File: config.mk
export PLATFORM = sky130hd
export DESIGN_NAME = rfpl_div
export DESIGN_NICKNAME = d
export VERILOG_FILES = /design/src/hw/rtl/rfpl_pkg.sv /design/src/hw/rtl/rfpl_div.sv
export SDC_FILE = /design/constraint.sdc
export NUM_CORES = 1
export LEC_CHECK = 0
export BUFFER_PORTS_ARGS = -buffer_cell sky130_fd_sc_hd__buf_2
export CORE_MARGIN = 8
export CORE_UTILIZATION = 45
export DETAILED_ROUTE_END_ITERATION = 16
export PLACE_DENSITY_LB_ADDON = 0.05
export SYNTH_ARGS = -nofsm -noshare
export SYNTH_HDL_FRONTEND = slang
export SYNTH_SLANG_ARGS = --single-unit
File: constraint.sdc
create_clock -name clk -period 3.8 [get_ports clk]
set_input_delay 0.57 -clock clk [delete_from_list [all_inputs] [get_ports clk]]
set_output_delay 0.57 -clock clk [all_outputs]
set_load 0.05 [all_outputs]
File: src/hw/rtl/rfpl_pkg.sv
// ----------------------------------------------------------------------------
// rfpl_pkg
// Shared constants and fixed-point helpers of the resonant
// four-pole low-pass filter.
// ----------------------------------------------------------------------------
package rfpl_pkg;

  localparam int CHANNELS_DEF = 8;

  // configuration port
  localparam int CFG_IW = 2;
  localparam int CFG_DW = 16;
  localparam logic [CFG_IW-1:0] CFG_CUTOFF       = 2'd0;
  localparam logic [CFG_IW-1:0] CFG_RESONANCE    = 2'd1;
  localparam logic [CFG_IW-1:0] CFG_CUTOFF_SRC   = 2'd2;
  localparam logic [CFG_IW-1:0] CFG_RESONANCE_SRC = 2'd3;

  // datapath widths
  localparam int OPW = 34;         // multiplier operand
  localparam int PW  = 2 * OPW;    // product and wide arithmetic
  localparam int SW  = 32;         // state word, Q4.27
  localparam int MW  = 5 * SW;     // one memory row

  // divider
  localparam int DDW = 61;         // dividend
  localparam int DVW = 34;         // divisor and remainder
  localparam int DQW = 31;         // quotient
  localparam int DIV_STEPS = 31;

  // coefficient constants
  localparam logic [PW-1:0] ONE28   = 68'd268435456;
  localparam logic [32:0]   TP_BASE = 33'd7730954240;  // 117965 * 65536
  localparam logic [32:0]   P_B     = 33'd52429;
  localparam logic [28:0]   T1_C    = 29'd372118383;
  localparam logic [31:0]   T2_BASE = 32'd3221225472;  // 12.0 in Q.28
  localparam logic [30:0]   SIN_A1  = 31'd1686629713;
  localparam logic [30:0]   SIN_A3  = 31'd693598668;
  localparam logic [30:0]   SIN_A5  = 31'd85569310;
  localparam logic [30:0]   SIN_A7  = 31'd5026995;
  localparam logic [30:0]   SIN_A9  = 31'd172269;
  localparam logic [30:0]   SIN_A11 = 31'd3864;

  // division by six: 2^20 = 6 * C6_HI + 4, RECIP6 = ceil(2^26 / 6)
  localparam logic [17:0]   C6_HI   = 18'd174762;
  localparam logic [23:0]   RECIP6  = 24'd11184811;

  // floor(v / 2^s + 1/2)
  function automatic logic signed [PW-1:0] shr_round(input logic signed [PW-1:0] v,
                                                     input int unsigned s);
    logic signed [PW-1:0] half;
    half = PW'(68'sd1 <<< (s - 1));
    return (v + half) >>> s;
  endfunction

  function automatic logic signed [31:0] sat32(input logic signed [PW-1:0] v);
    if (v > 68'sd2147483647) return 32'sh7fffffff;
    if (v < -68'sd2147483648) return 32'sh80000000;
    return v[31:0];
  endfunction

  function automatic logic signed [23:0] sat24(input logic signed [PW-1:0] v);
    if (v > 68'sd8388607) return 24'sh7fffff;
    if (v < -68'sd8388608) return 24'sh800000;
    return v[23:0];
  endfunction

endpackage

File: src/hw/rtl/rfpl_div.sv
// ----------------------------------------------------------------------------
// rfpl_div
// Radix-2 restoring divider, one quotient bit per cycle, for the resonance
// coefficient.
// ----------------------------------------------------------------------------
module rfpl_div (
  input  logic                         clk,
  input  logic                         rst,
  input  logic                         start,
  input  logic [rfpl_pkg::DDW-1:0]     dividend,
  input  logic [rfpl_pkg::DVW-1:0]     divisor,
  output logic                         done,
  output logic [rfpl_pkg::DQW-1:0]     quotient
);

  logic                        busy;
  logic [5:0]                  cnt;
  logic [rfpl_pkg::DVW-1:0]    rem;
  logic [rfpl_pkg::DVW-1:0]    dsr;
  logic [rfpl_pkg::DDW-1:0]    work;
  logic [rfpl_pkg::DVW-1:0]    trial;
  logic                        qbit;

  // dividend bits leave at the top of work, quotient bits enter at the bottom
  assign trial    = {rem[rfpl_pkg::DVW-2:0], work[rfpl_pkg::DDW-1]};
  assign qbit     = (trial >= dsr);
  assign quotient = work[rfpl_pkg::DQW-1:0];

  always_ff @(posedge clk) begin
    if (rst) begin
      busy <= 1'b0;
      done <= 1'b0;
      cnt  <= '0;
    end else begin
      done <= 1'b0;
      if (start) begin
        busy <= 1'b1;
        cnt  <= 6'(rfpl_pkg::DIV_STEPS);
      end else if (busy) begin
        cnt <= cnt - 6'd1;
        if (cnt == 6'd1) begin
          busy <= 1'b0;
          done <= 1'b1;
        end
      end
    end
  end

  always_ff @(posedge clk) begin
    if (start) begin
      dsr  <= divisor;
      rem  <= rfpl_pkg::DVW'(dividend[60:31]);
      work <= {dividend[30:0], 30'd0};
    end else if (busy) begin
      rem  <= qbit ? (trial - dsr) : trial;
      work <= {work[rfpl_pkg::DDW-2:0], qbit};
    end
  end

endmodule

Word level (Yosys, flattened, before mapping):

Index checks and enable logic that the tools add are counted.

* $add $sub $neg: 2
* magnitude comparators: 1
* eq/ne operators: 1
* multiplexer cells: 11
* bitwise operators: 1
* reductions and logical operators: 3

Operator list (number)
* $mux W61: 2
* $mux W30: 2
* $ge A34 B34 Y1: 1
* $mux W33: 1
* $sub A33 B33 Y33: 1
* $mux W5: 2
* $eq A6 B1 Y1 const B: 1
* $sub A6 B1 Y6 const B: 1
* $mux W1: 4
* $reduce_or A3 Y1: 1
* $reduce_bool A2 Y1: 1
* $reduce_or A2 Y1: 1
* $not A1 Y1: 1

* register bits: 136
* input port bits: 98
* output and inout port bits: 32
* word-level logic and storage cells: 28

Logic depth before layout (Yosys ltp):

Gate-level depths: netlist of the first run.

* word-level depth: 4
* depth in mapped cells: 14
* mapped depth without buffers: 13

Worst setup path before layout of the first run:

Ideal clock, no wire load.

* path kind: register to register
* from: reg work[60] (netlist bit)
* to: reg rem[22] (netlist bit) (data pin)
* library setup time: 0.281 ns
* arrival time: 2.887 ns
* slack: 0.631 ns
* cell stages (with the launch flop): 15
* buffers on the path: 1
* period minus slack after synthesis: 3.169 ns
* cell sequence: edfxtp_1 -> inv_1 -> ha_1 -> inv_1 -> fa_1 -> a21o_1 -> a221o_1 -> o2bb2ai_1 -> or3_1 -> a21o_1 -> nand4_4 -> a21oi_2 -> nor2_4 -> buf_4 -> o311ai_0

* longest elaborated chain between the ends: 4
* elaborated cells on any way between the ends: 5
* classes of those cells: add/sub (1); order compare (1); mux (3)

Ends and longest elaborated chain
* from (decl): RTL line rfpl_div.sv:20 `logic [rfpl_pkg::DDW-1:0] work;`
* from (signal assigned): RTL line rfpl_div.sv:53 `work <= {dividend[30:0], 30'd0};`
* from (signal assigned): RTL line rfpl_div.sv:56 `work <= {work[rfpl_pkg::DDW-2:0], qbit};`
* $sub A33 B33 Y33 / $ge A34 B34 Y1 (equally long branches): RTL line rfpl_div.sv:55, rfpl_div.sv:26
* $mux W33 *: RTL line rfpl_div.sv:55 `rem <= qbit ? (trial - dsr) : trial;`
* $mux W30 *: RTL line rfpl_div.sv:54 `end else if (busy) begin`
* $mux W30 *: RTL line rfpl_div.sv:50 `if (start) begin`
* to (signal assigned): RTL line rfpl_div.sv:52 `rem <= rfpl_pkg::DVW'(dividend[60:31]);`
* to (signal assigned): RTL line rfpl_div.sv:55
* to (decl): RTL line rfpl_div.sv:18 `logic [rfpl_pkg::DVW-1:0] rem;`

Mark *: on every way between the ends. The rest lies on a longest branch, timed or not. The select of a mux whose other input is x is not followed.
A chain may end at the register's enable or synchronous reset.

Worst setup path after layout of the first run:

* from: reg work[60] (netlist bit)
* to: reg rem[2] (netlist bit) (data pin)

Same word-level chain as after synthesis.

==> results.toml, run 1 <==
[cells_and_area]
register_area_um2 = 3675
stdcell_area_um2 = 8775
nNetsFinal = 955
diodes = 0
final_layout_size_suffix_gt1_share_pct = 22.45
stdcell_count = 1053
n_fill_cell = 1547
final_util_pct = 53.29
multi_input_area_um2 = 3289
areaGrowthSynthToFinish_pct = 16.55

[yosys]
synthArstFlopShare_pct = 0
seq_area_frac_synth_pct = 48.80
ys_seq_elements = 136
synth_edf_count = 95
synth_area_um2 = 7528
synth_area_leaders = "edfxtp_1 38%, dfxtp_1 11%, ha_1 6.0%"
synth_cell_types = 60
syn-instance-count = 730
synth_top_area_share_pct = 37.89
syn_avg_cell_area_um2 = 10.31
synth_flop_cell = "edfxtp_1"
synth_top_area_cell = "edfxtp_1"
yosysWarnings = 0
postSynthNetCount = 865

[sta]
finalHoldViolations = 0
setup_viol_count_final = 0
skew_ns = 0.01188
fmax_mhz = 284.1
timing.final.crit_share_pct = 92.64
max_slew_margin_pct = 34.44
worst_slew_pin_slew_ns = 0.9834
setup_tns_ns = 0
fin_crit_ns = 3.520
rsz0062_at_grt = "false"
slew_viol_final = 0

[floorplan]
start_util_pct = 45.72
die_h_um = 145.3
rows = 47
core-area_um2 = 16470
io_pins = 130
die-area_um2 = 21130
fp.dieW_um = 145.3

[worst_hold_path]
hold_path_class = "input port to register"

[setup_path]
crit_path_max_incr_delay_ns = 0.40
crit_type = "register to register"
crit_chain = "inv_1 -> ha_1 -> inv_1 -> fa_1 -> a21o_1 -> a221o_1 -> o2bb2ai_1 -> or3_1 -> a21o_4 -> nand4_4 -> a21o_4 -> buf_8 -> a21oi_1 -> o31ai_1"
worst_setup_path_start_kind = "register"
arrival_ns = 3.76
worst_setup_path_end_kind = "register"
required_ns = 4.04
critPathMaxFanout = 13
worst_path_max_delay_cell = "fa_1"

[routing]
drtAntennaViolNets = 0
drt_iter0_markers = 428
routed_wl_mm = 18.33
wl_per_cell_um = 17.41
via_per_inst = 5.521
via_count = 5814
dr.pass1.iters = 5
drc = 0

[placement]
place_area_um2 = 8139
place.gp.congestion = 0.8330
hpwl_mm = 12.82
port_buffers = 129
dp.cells = 1019

[global_route]
grt_use_total_pct = 17.54
grt_max_degree = 58
antenna_found_initial = 0
gr-total-overflow = 0
grt_first_pass_wirelength_mm = 29.95
grt_pass1_vias = 5779

[clock_tree]
clock_latency_ns = 0.43
cts_sinks = 136
clkTransAtPathRegs_ns = 0.06
hold_buffers = 0
cts_tree = "built"
cts-root-buf = "clkbuf_16"
htreeDepth = 4
clockBufferDepth = 2
numCtsBuffers = 17

[flow_run]
drv_cap = 0

[pwr]
total_power_mw = 4.458
ir_worst_vdd_mv = 0.3605
leakagePower_nw = 3.855
power_density_nw_per_um2 = 508.0

[status]
status = "finished, final reports clean"
## cell type report
type / count / share of cell area, %
Clock buffer: 22 / 5.889
Sequential cell: 136 / 41.88
Timing Repair Buffer: 143 / 8.812
Tap cell: 220 / 3.137
Clock inverter: 10 / 0.8698
Multi-Input combinational cell: 477 / 37.49
Inverter: 45 / 1.925
## logic make-up after synthesis
kind of cell | after synthesis | synth area share, %
AOI/OAI and AO/OA | 193 | 17.70
and+or+nand+nor | 187 | 12.13
DFF | 136 | 48.80
buffers and inverters | 117 | 7.645
adders and majority gates | 37 | 6.249
xor gates and xnor gates | 30 | 3.490
muxes | 30 | 3.989
## power by group
group | total, mW | switching (mW) | internal [mW]
Clock | 1.64 | 0.667 | 0.974
Sequential | 1.80 | 0.0645 | 1.73
Combinational | 1.02 | 0.580 | 0.438
## final timing paths
kind          startpoint       to  slack, ns  cells after the start
min reg2reg      rem[30]  rem[31]       0.51                      2
max reg2reg     work[60]   rem[2]       0.28                     14
max             work[60]   rem[2]       0.28                     14
min          divisor[21]  dsr[21]       0.31                      1
## cells in the final DEF (no fill, tap or decap), types with 4 or more instances in the layout
cell type	Yosys	final
a211oi_1	7	7
ha_1	36	36
nor2_1	64	64
dfxtp_1	41	40
clkbuf_16	0	19
o31ai_1	4	4
a21oi_1	44	44
edfxtp_1	95	95
inv_1	45	45
nor2b_1	5	4
buf_2	1	128
nor3_1	8	8
nand3_1	24	24
nand4_1	15	15
buf_4	34	13
xnor2_1	22	22
nand2_1	39	39
o21ai_0	27	27
a21o_1	26	25
and2_1	7	7
and3_1	6	6
a22o_1	30	30
o311ai_0	10	10
a31oi_1	20	20
mux2i_1	30	30
xor2_1	8	8
## critical path, delay by kind of cell, from the launching register on
family	cells	cell delay (ns)
AO/OA/AOI/OAI	7	1.60
adder cells (fa/ha/maj)	2	0.55
AND/OR/NAND/NOR	2	0.52
flip-flops	1	0.35
buffers and inverters	3	0.30
## per-stage QoR
| step | hold WS, ns | setup WS, ns |
|---|---|---|
| 6_report | 0.3127 | 0.2797 |
| 5_1_grt | 0.2889 | 0.009357 |
| 4_1_cts | 0.2879 | 0.1920 |
| 3_5_place_dp | 0.4980 | 0.1872 |
| 3_3_place_gp | 0.4948 | 0.3513 |
| 2_1_floorplan | 0.4734 | 0.6314 |
## cells in the mapped netlist, types with 2 or more instances
cell type,number
nor3b_1,2
a22o_1,30
nand4_1,15
nand2b_1,2
nand3_1,24
a211oi_1,7
nor2b_1,5
and2_1,7
nor2_1,64
edfxtp_1,95
o21ai_0,27
nand3b_1,2
xnor2_1,22
o211ai_1,2
o21a_1,2
dfxtp_1,41
clkbuf_1,28
mux2i_1,30
ha_1,36
or2_2,2
and3_1,6
buf_1,8
a31oi_1,20
nor4b_1,2
buf_4,34
nand2_1,39
nor3_1,8
a21o_1,26
inv_1,45
a41oi_1,3
a21oi_1,44
xor2_1,8
or3_1,3
o31ai_1,4
o311ai_0,10
a21boi_0,3
## per-layer routing
layer / wire length, um / up-vias / global-route usage (%)
met5: 0 / - / 0
met1: 8632 / 2812 / 22.92
met3: 881 / 16 / 4.198
met4: 229 / 0 / 6.247
li1: - / 2835 / -
met2: 8587 / 151 / 27.85
## flip-flops by register name, summed over array words and instances (netlist names)
name / cells
dsr: 34
done: 1
cnt: 6
work: 61
busy: 1
rem: 33
## repair_timing
action,CTS,global route
setup endpoints to repair,0,9
gates resized for setup,0,3
buffers inserted,0,2
Power figures use the tool's default switching activity.
==> run 2, diff against run 1 <==
- clock period: 3.8 -> 4.2 ns (I/O delays scaled with it)
==> run 2 against run 1 <==
Net effect:
- clock power fell by 5%
- critical endpoint is now rem[20]
- clock skew barely moved
- critical path type unchanged
- non-clock buffer count fell by 4
- highest routed layer unchanged
- largest power group unchanged
- cell count fell by 0.28%
==> results.toml, run 2 (synthesized netlist as in run 1, its figures left out) <==
[status]
status = "finished, final reports clean"

[global_route]
antenna_found_initial = 1
grt.met1_usage_pct = 22.26
gr-total-overflow = 0
grt.busiest_layer = "met2"
grt_pass1_vias = 5803
grt_first_pass_wirelength_mm = 29.73
gr-usage-met3_pct = 3.638
grt_use_total_pct = 17.26
grt_max_degree = 91
grt_use_met2_pct = 27.62

[cells_and_area]
final_layout_size_suffix_gt1_share_pct = 21.95
stdcell_area_um2 = 8753
areaGrowthSynthToFinish_pct = 16.27
final_cell_mix = "128 x buf_2, 95 x edfxtp_1, 64 x nor2_1"
nNetsFinal = 951
biggestRegsByFlops = "work (61), dsr (34), rem (33)"
top_register = "work"
largest_reg_flops = 61
final_common_cell = "buf_2"

[sta]
max_slew_margin_pct = 30.91
fin_ws_ns = 0.5254
fin_crit_ns = 3.675
skew_ns = 0.01221
fmax_mhz = 272.1
fin_hold_ws_ns = 0.3726
setup_viol_count_final = 0
setup_tns_ns = 0
slew_viol_final = 0
rsz0062_at_grt = "false"
finalHoldViolations = 0
worst_slew_pin_slew_ns = 1.035
timing.final.crit_share_pct = 87.49

[pwr]
total_power_mw = 4.086
leakagePower_nw = 3.839
power_density_nw_per_um2 = 466.8
ir_worst_vdd_mv = 0.3030

[floorplan]
core-area_um2 = 16470
fp.dieW_um = 145.3
die_h_um = 145.3
start_util_pct = 45.72
rows = 47
die-area_um2 = 21130
io_pins = 130

[setup_path]
worst_setup_path_end_kind = "register"
required_ns = 4.46
crit_type = "register to register"
critPathMaxFanout = 22
worst_setup_path_start_kind = "register"
r2r_start = "work[60]"
crit_start = "work[60]"
arrival_ns = 3.93

[worst_hold_path]
hold_path_class = "input port to register"
min_from = "divisor[22]"

[flow_run]
drv_cap = 0

[placement]
port_buffers = 129
place_ws_ns = 0.5904
place_area_um2 = 8124
place.gp.congestion = 0.8225
hpwl_mm = 12.30

[routing]
dr.pass1.iters = 5
drtAntennaViolNets = 0
drc = 0
via_count = 5713
drt_iter0_markers = 445
via_per_inst = 5.441
routed_wl_mm = 18.00
wl_per_cell_um = 17.14

[clock_tree]
cts-resized-gates = 0
post_cts_buffers = 0
cts_sinks = 136
clockBufferDepth = 2
cts-root-buf = "clkbuf_16"
htreeDepth = 4
cts_tree = "built"
clock_latency_ns = 0.43
clkTransAtPathRegs_ns = 0.07
numCtsBuffers = 17
hold_buffers = 0
## run 2: changes by cell type in the layout (fill, tap and decap cells not counted), sizes merged
cell    change
clkinv      -2
inv         +2
buf         -4
diode       +1
## run 2: metal layers
layer | vias to the layer above | part of all wire (%) | routed length, um
met5 | - | 0 | 0
met4 | 0 | 1.6 | 282
met3 | 20 | 4.1 | 744
met2 | 155 | 47 | 8522
met1 | 2704 | 47 | 8451
li1 | 2834 | - | -
## run 2: layout make-up
class                      instances  area (um2)
fill                            1533        7712
sequential                       136        3675
multi-input combinational        477        3282
timing repair buffer             139       723.2
clock buffer                      22       539.3
tap                              220       275.3
inverter                          45       168.9
clock inverter                    10       87.58
antenna                            1       2.502
## run 2: per-stage QoR
step,std cells,utilization [%]
CTS,1049,53.15
detailed placement,1017,49.34
global placement,1017,49.34
finish,1050,53.16
global route,1050,53.16
floorplan,730,-
## run 2: worst max-delay path, stage by stage, from the launching register on
cell	delay, ns
edfxtp_1	0.36
inv_1	0.08
ha_1	0.16
inv_1	0.05
fa_1	0.41
a21o_1	0.22
a221o_1	0.36
o2bb2ai_1	0.16
or3_1	0.40
a21o_1	0.25
nand4_4	0.14
a21o_4	0.31
buf_4	0.26
nand3_1	0.09
a31oi_1	0.24
## run 2: worst paths after layout
| path | end | slack, ns | cells past startpoint |
|---|---|---|---|
| worst max-delay path | rem[20] | 0.53 | 14 |
| worst min-delay path | dsr[22] | 0.37 | 1 |
| worst max register to register | rem[20] | 0.53 | 14 |
| worst min register to register | rem[31] | 0.50 | 2 |
## run 2: where the power goes
part / switching, mW / internal, mW / total (mW) / leakage [nW]
Combinational: 0.519 / 0.383 / 0.902 / 2.23
Clock: 0.628 / 0.931 / 1.56 / 0.312
Sequential: 0.0581 / 1.57 / 1.63 / 1.29
